### config.mk
export PLATFORM = sky130hd
export DESIGN_NAME = infix_to_postfix_converter
export DESIGN_NICKNAME = d
export VERILOG_FILES = /design/src/hw/rtl/itp_pkg.sv /design/src/hw/rtl/infix_to_postfix_converter.sv /design/src/hw/rtl/itp_stack.sv
export SDC_FILE = /design/constraint.sdc
export NUM_CORES = 1
export LEC_CHECK = 0
export ABC_AREA = 1
export BUFFER_PORTS_ARGS = -buffer_cell sky130_fd_sc_hd__buf_2
export CELL_PAD_IN_SITES_DETAIL_PLACEMENT = 1
export CELL_PAD_IN_SITES_GLOBAL_PLACEMENT = 1
export CORE_MARGIN = 1.5
export CORE_UTILIZATION = 45
export CTS_BUF_LIST = sky130_fd_sc_hd__clkbuf_4 sky130_fd_sc_hd__clkbuf_8 sky130_fd_sc_hd__clkbuf_16
export DETAILED_ROUTE_END_ITERATION = 12
export PLACE_DENSITY_LB_ADDON = 0.2
export SYNTH_ARGS = -nofsm -noshare
export SYNTH_HDL_FRONTEND = slang
export SYNTH_SLANG_ARGS = --single-unit
### constraint.sdc
create_clock -name clk_i -period 8.9 [get_ports clk_i]
set_input_delay 0.89 -clock clk_i [delete_from_list [all_inputs] [get_ports clk_i]]
set_output_delay 0.89 -clock clk_i [all_outputs]
set_load 0.02 [all_outputs]
### src/hw/rtl/itp_pkg.sv
// ----------------------------------------------------------------------------
// Infix-to-postfix converter package
// Token kinds, error codes, sequencer states, stack control and precedence.
// ----------------------------------------------------------------------------
package itp_pkg;

  typedef enum logic [2:0] {
    KIND_OPEN  = 3'd0,
    KIND_CLOSE = 3'd1,
    KIND_SUB   = 3'd2,
    KIND_ADD   = 3'd3,
    KIND_DIV   = 3'd4,
    KIND_MUL   = 3'd5,
    KIND_NUM   = 3'd6
  } kind_e;

  typedef enum logic [1:0] {
    ERR_NONE      = 2'd0,
    ERR_UNMATCHED = 2'd1,
    ERR_OVERFLOW  = 2'd2
  } err_e;

  typedef enum logic [2:0] {
    ST_IDLE,
    ST_NUM,
    ST_CLOSE,
    ST_CLOSE_END,
    ST_OPR,
    ST_FLUSH
  } state_e;

  typedef struct packed {
    logic  push;
    logic  pop;
    kind_e wdata;
  } stack_ctrl_t;

  localparam int unsigned ValueW = 64;
  localparam int unsigned KindW  = 3;
  localparam int unsigned ErrW   = 2;

  // parentheses bind loosest, then sub/add, then div/mul
  function automatic logic [1:0] prec_of(kind_e kind);
    logic [1:0] prec;
    unique case (kind)
      KIND_OPEN, KIND_CLOSE: prec = 2'd0;
      KIND_SUB, KIND_ADD:    prec = 2'd1;
      default:               prec = 2'd2;
    endcase
    return prec;
  endfunction

endpackage

### src/hw/rtl/infix_to_postfix_converter.sv
// ----------------------------------------------------------------------------
// Infix-to-postfix converter
// Shunting-yard sequencer around a single operator stack.
// ----------------------------------------------------------------------------
// One token is taken at a time; s_axis_tready_o stays low until the sequencer
// has finished with it. A number is accepted, then emitted. An operator pops
// and emits each stacked operator of equal or higher precedence, then is
// pushed; an open parenthesis is pushed at once. A close parenthesis pops and
// emits operators up to the open, then emits the open and the close (only a
// flagged close if unmatched). A token marked last then pops every entry still
// left on the stack. The single stack port and the single output register
// allow one pop or push and one emitted token per cycle, while the output side
// does not stall. No clearing pass runs after reset.
module infix_to_postfix_converter import itp_pkg::*; #(
  parameter int unsigned STACK_DEPTH = 32
) (
  input  logic        clk_i,
  input  logic        rst_ni,
  input  logic        s_axis_tvalid_i,
  output logic        s_axis_tready_o,
  input  logic [63:0] s_axis_tdata_i,   // [63:0] token_value
  input  logic [2:0]  s_axis_tuser_i,   // [2:0] token_kind
  input  logic        s_axis_tlast_i,   // last_token
  output logic        m_axis_tvalid_o,
  input  logic        m_axis_tready_i,
  output logic [63:0] m_axis_tdata_o,   // [63:0] out_value
  output logic [4:0]  m_axis_tuser_o,   // [2:0] out_kind, [4:3] out_error
  output logic        m_axis_tlast_o    // out_last
);

  localparam int unsigned CntW = $clog2(STACK_DEPTH + 1);

  state_e            state_q, state_d;
  kind_e             kind_q;
  logic [ValueW-1:0] value_q;
  logic              last_q;

  stack_ctrl_t       stk_ctrl;
  logic [CntW-1:0]   stk_count;
  kind_e             stk_top;

  logic              in_fire;
  logic              out_free;
  logic              stk_empty;
  logic              stk_full;
  logic              top_open;
  logic              opr_pop;

  logic              emit;
  kind_e             emit_kind;
  logic [ValueW-1:0] emit_value;
  logic              emit_last;
  err_e              emit_err;

  logic              out_valid_q;
  kind_e             out_kind_q;
  logic [ValueW-1:0] out_value_q;
  logic              out_last_q;
  err_e              out_err_q;

  itp_stack #(
    .Depth (STACK_DEPTH)
  ) u_stack (
    .clk_i   (clk_i),
    .rst_ni  (rst_ni),
    .ctrl_i  (stk_ctrl),
    .count_o (stk_count),
    .top_o   (stk_top)
  );

  assign s_axis_tready_o = (state_q == ST_IDLE);
  assign in_fire   = s_axis_tvalid_i && s_axis_tready_o;
  assign out_free  = !out_valid_q || m_axis_tready_i;
  assign stk_empty = (stk_count == '0);
  assign stk_full  = (stk_count == CntW'(STACK_DEPTH));
  assign top_open  = (stk_top == KIND_OPEN);
  // an open parenthesis never pops; an operator pops equal or higher precedence
  assign opr_pop   = (kind_q != KIND_OPEN) && !stk_empty &&
                     (prec_of(stk_top) >= prec_of(kind_q));

  always_ff @(posedge clk_i or negedge rst_ni) begin
    if (!rst_ni) begin
      state_q <= ST_IDLE;
    end else begin
      state_q <= state_d;
    end
  end

  always_ff @(posedge clk_i) begin
    if (in_fire) begin
      kind_q  <= kind_e'(s_axis_tuser_i);
      value_q <= s_axis_tdata_i;
      last_q  <= s_axis_tlast_i;
    end
  end

  // next state
  always_comb begin
    state_d = state_q;
    unique case (state_q)
      ST_IDLE: begin
        if (in_fire) begin
          if (s_axis_tuser_i >= KIND_NUM) begin
            state_d = ST_NUM;
          end else if (s_axis_tuser_i == KIND_CLOSE) begin
            state_d = ST_CLOSE;
          end else begin
            state_d = ST_OPR;
          end
        end
      end
      ST_NUM, ST_CLOSE_END: begin
        if (out_free) begin
          state_d = (last_q && !stk_empty) ? ST_FLUSH : ST_IDLE;
        end
      end
      ST_CLOSE: begin
        if (out_free) begin
          if (stk_empty) begin
            state_d = ST_IDLE;
          end else if (top_open) begin
            state_d = ST_CLOSE_END;
          end
        end
      end
      ST_OPR: begin
        if (!opr_pop && (out_free || !stk_full)) begin
          state_d = last_q ? ST_FLUSH : ST_IDLE;
        end
      end
      ST_FLUSH: begin
        if (out_free && stk_count == CntW'(1)) begin
          state_d = ST_IDLE;
        end
      end
      default: state_d = ST_IDLE;
    endcase
  end

  // outputs: emitted token and stack control
  always_comb begin
    emit          = 1'b0;
    emit_kind     = stk_top;
    emit_value    = '0;
    emit_last     = 1'b0;
    emit_err      = ERR_NONE;
    stk_ctrl.push = 1'b0;
    stk_ctrl.pop  = 1'b0;
    stk_ctrl.wdata = kind_q;
    unique case (state_q)
      ST_IDLE: begin
      end
      ST_NUM: begin
        emit       = out_free;
        emit_kind  = KIND_NUM;
        emit_value = value_q;
        emit_last  = last_q && stk_empty;
      end
      ST_CLOSE: begin
        emit = out_free;
        if (stk_empty) begin
          emit_kind = KIND_CLOSE;
          emit_err  = ERR_UNMATCHED;
          emit_last = last_q;
        end else begin
          stk_ctrl.pop = out_free;
        end
      end
      ST_CLOSE_END: begin
        emit      = out_free;
        emit_kind = KIND_CLOSE;
        emit_last = last_q && stk_empty;
      end
      ST_OPR: begin
        if (opr_pop) begin
          emit         = out_free;
          stk_ctrl.pop = out_free;
        end else if (stk_full) begin
          // drop the token and report it
          emit      = out_free;
          emit_kind = kind_q;
          emit_err  = ERR_OVERFLOW;
        end else begin
          stk_ctrl.push = 1'b1;
        end
      end
      ST_FLUSH: begin
        emit         = out_free;
        stk_ctrl.pop = out_free;
        emit_last    = (stk_count == CntW'(1));
      end
      default: begin
      end
    endcase
  end

  // output register
  always_ff @(posedge clk_i or negedge rst_ni) begin
    if (!rst_ni) begin
      out_valid_q <= 1'b0;
    end else if (emit) begin
      out_valid_q <= 1'b1;
    end else if (m_axis_tready_i) begin
      out_valid_q <= 1'b0;
    end
  end

  always_ff @(posedge clk_i) begin
    if (emit) begin
      out_kind_q  <= emit_kind;
      out_value_q <= emit_value;
      out_last_q  <= emit_last;
      out_err_q   <= emit_err;
    end
  end

  assign m_axis_tvalid_o = out_valid_q;
  assign m_axis_tdata_o  = out_value_q;
  assign m_axis_tuser_o  = {out_err_q, out_kind_q};
  assign m_axis_tlast_o  = out_last_q;

  assert property (@(posedge clk_i) disable iff (!rst_ni)
    (emit && emit_last) |=> stk_count == '0)
    else $error("final token emitted with operators left on the stack");

  assert property (@(posedge clk_i) disable iff (!rst_ni)
    (emit && emit_err == ERR_OVERFLOW) |-> stk_full)
    else $error("overflow reported on a stack that is not full");

  assert property (@(posedge clk_i) disable iff (!rst_ni)
    in_fire |=> !s_axis_tready_o)
    else $error("new request taken while a token is in progress");

endmodule

### src/hw/rtl/itp_stack.sv
// ----------------------------------------------------------------------------
// Operator stack
// Single-port stack memory with a registered top-of-stack read and bypass.
// ----------------------------------------------------------------------------
module itp_stack import itp_pkg::*; #(
  parameter int unsigned Depth = 32,
  localparam int unsigned CntW  = $clog2(Depth + 1),
  localparam int unsigned AddrW = $clog2(Depth)
) (
  input  logic            clk_i,
  input  logic            rst_ni,
  input  stack_ctrl_t     ctrl_i,
  output logic [CntW-1:0] count_o,
  output kind_e           top_o
);

  kind_e           mem_q [Depth];
  kind_e           top_q;
  logic [CntW-1:0] count_q, count_d;
  logic [CntW-1:0] below_d;

  always_comb begin
    count_d = count_q;
    if (ctrl_i.push) begin
      count_d = count_q + CntW'(1);
    end else if (ctrl_i.pop) begin
      count_d = count_q - CntW'(1);
    end
  end

  // address of the entry that becomes the top after this cycle
  assign below_d = count_d - CntW'(1);

  always_ff @(posedge clk_i or negedge rst_ni) begin
    if (!rst_ni) begin
      count_q <= '0;
    end else begin
      count_q <= count_d;
    end
  end

  always_ff @(posedge clk_i) begin
    if (ctrl_i.push) begin
      mem_q[count_q[AddrW-1:0]] <= ctrl_i.wdata;
    end
  end

  // forward the pushed kind, otherwise read the new top
  always_ff @(posedge clk_i) begin
    if (ctrl_i.push) begin
      top_q <= ctrl_i.wdata;
    end else begin
      top_q <= mem_q[below_d[AddrW-1:0]];
    end
  end

  assign count_o = count_q;
  assign top_o   = top_q;

  assert property (@(posedge clk_i) disable iff (!rst_ni)
    ctrl_i.pop |-> count_q != '0)
    else $error("pop from empty operator stack");

  assert property (@(posedge clk_i) disable iff (!rst_ni)
    ctrl_i.push |-> count_q != CntW'(Depth))
    else $error("push onto full operator stack");

  assert property (@(posedge clk_i) disable iff (!rst_ni)
    !(ctrl_i.push && ctrl_i.pop))
    else $error("push and pop in the same cycle");

endmodule

==> run summary <==
Wirelength per Cell: 18.5 µm
clock latency on the worst-skew pair: 0.53 ns
Post-synth EDFFs: 234
Min Hold Slack: 0.241 ns
end-of-flow core utilization: 54.5%
Setup TNS: 0 ns
I/O pin total: 144
asr flop ratio synth: 4.02%
met3 wire len: 1330 µm
static leakage: 4.96 nW
critical path type: flop to flop
Layout Nets: 1076
global-route wire length before repair: 38000 µm
Syn Nets: 924
Place WS: 4.66 ns
Main synth FF type: edfxtp_1
gpl congestion: 0.809
crit path DAT: 4.38 ns
Post-Syn Instances: 845
CTS Sinks: 249
Clock Skews: 0.00984 ns
Max Cap Violations: 0
Longest Clk Path Bufs: 3
post-CTS sizing: 0
Met2 Wirelength: 12400 µm
DIE WIDTH: 153 µm
WP data required: 9.05 ns
Slew headroom: 37.8%
TritonRoute pass-1 iters: 4
Post-CTS Setup Bufs: 0
layout cells sized above 1: 22.6%
most frequent cell after synthesis: edfxtp_1
syn avg cell area: 11.9 µm²
Hold WC Path Type: input port to async pin
largest net degree at the start of global routing: 71
Final Hold Viols: 0
Max rail drop VDD: 0.217 mV
critical-path cell list: buf_4, inv_2, nand2_1, nand3_1, nand3_1, nand2_1, nand2_1, nand3_1, nand2_1, nand3_1, ha_1, nand2_1, nand3_1, nand3_4, a21oi_1, a211oi_1, nor2_4, buf_4
Synth area leaders: edfxtp_1, nand2_1, nand3_1
FP Rows: 54
gr usage total: 20.9%
register bit total from synthesis: 249
hold buffer count at CTS: 0
pwr dens: 377 nW/µm²
grt total ovfl: 0
RSZ-0062 raised after global routing: false
number of DRC markers in iteration 0: 399
CP Capture Type: flop
chip height: 153 µm
HPWL after detailed placement: 15900 µm
library cells used by synthesis: 38
DRC: 0
timing-limited maximum frequency: 236 MHz
status: finished, final reports clean
Starting Density: 46.0%
initial antenna violation count: 3
CP max FO: 70
Max Slew Vio Count: 0
Final Setup Violations: 0
vias in the first global route: 6941
area grow syn2layout: 18.5%
H-tree levels: 1
area leader, netlist: edfxtp_1
period utilization: 47.5%
clock slew at reported path FFs: 0.07 ns
register area share after synthesis: 73.2%
max incr delay on CP: 0.70 ns
Synth Cell Area: 10100 µm²
Avg Vias per Cell: 5.04
DR vias: 6549
Core ar.: 21900 µm²
Final WS setup: 4.67 ns
Max Used Layer: met4
Critical Path Source Type: flop
fin crit period: 4.23 ns
Syn. warnings: 0
port buffer count: 143
CTS tree: yes
CTS buffer count: 26
Die Area: 23300 µm²
slowest CP cell: buf_4
CTS root buf: clkbuf_16
Slew @ Worst Pin: 0.933 ns
met1 WL: 9670 µm
Final ANT Viol Nets: 0
final WL: 24000 µm
Commonest cells post-synth: edfxtp_1, nand2_1, nor2_1
area fraction of the dominant cell type after synthesis: 69.8%
logic make-up after synthesis:
family	share of synthesized area (%)
and+or+nand+nor	18.6
DFF	73.2
buffers and inverters	5.50
AOI/OAI and AO/OA	1.43
adders and majority gates	0.870
xor gates and xnor gates	0.348
worst max-delay path, delay by kind of cell (launching register included):
family / cells / cell delay [ns]
buf+inv: 3 / 1.58
simple gates: 12 / 1.29
flops: 1 / 0.31
fa+ha+maj: 1 / 0.29
compound gates: 2 / 0.25
path summary, 6_finish.rpt:
check / endpoint / startpoint / slack [ns] / cells past startpoint
worst max-delay path: m_axis_tdata_o[37] / flop / 4.67 / 18
worst max register to register: m_axis_tdata_o[37] / flop / 4.67 / 18
max in group asynchronous: m_axis_tvalid_o / rst_ni / 8.41 / 1
worst min-delay path: state_q[2] / rst_ni / 0.24 / 1
min in group clk_i: value_q[39] / s_axis_tdata_i[39] / 0.53 / 1
worst min register to register: m_axis_tdata_o[44] / value_q[44] / 0.55 / 2
flip-flops by register name (all words and copies together), names as in the netlist, named ones only:
name             cells
m_axis_tvalid_o      1
out_kind_q           3
m_axis_tlast_o       1
out_err_q            2
u_stack.count_o      6
value_q             64
u_stack.mem_q       96
m_axis_tdata_o      64
kind_q               3
last_q               1
state_q              3
through the flow:
stage                     instance area (µm²)  power [W]  cells
after floorplan                         10100    0.00295    845
after global placement                  11100    0.00341   1249
after detailed placement                11100    0.00346   1249
after CTS                               11900    0.00456   1297
after global routing                    11900    0.00478   1299
final                                   11900    0.00450   1299
cell usage in the layout, fill, tap and decap left out, types with 6 or more instances in the layout:
cell type,instances
buf_2,143
buf_4,8
clkbuf_16,26
clkbuf_4,8
clkinv_2,6
dfrtp_1,10
edfxtp_1,234
ha_1,7
inv_1,103
nand2_1,184
nand2_2,6
nand3_1,100
nor2_1,113
nor3_1,6
metal layers:
layer	up-vias	GRT usage, %
met5	-	0
met4	0	6.82
met3	36	4.47
met2	166	36.9
met1	3212	25.5
li1	3135	-
power breakdown:
part | switching, W | leakage [nW] | internal (W)
Clock | 0.000444 | 0.423 | 0.000632
Combinational | 0.00117 | 2.20 | 0.000425
Sequential | 0.000129 | 2.34 | 0.00170
Total | 0.00175 | 4.96 | 0.00276
layout make-up:
type                            instances  area (µm²)
Inverter                              110         417
Sequential cell                       249        7380
Clock buffer                           35         724
Tap cell                              280         350
Clock inverter                         13         131
Antenna cell                            2        5.00
Multi-Input combinational cell        459        2160
Fill cell                            2338        9950
Timing Repair Buffer                  151         776
No activity file was read; power rests on OpenSTA's default activity.
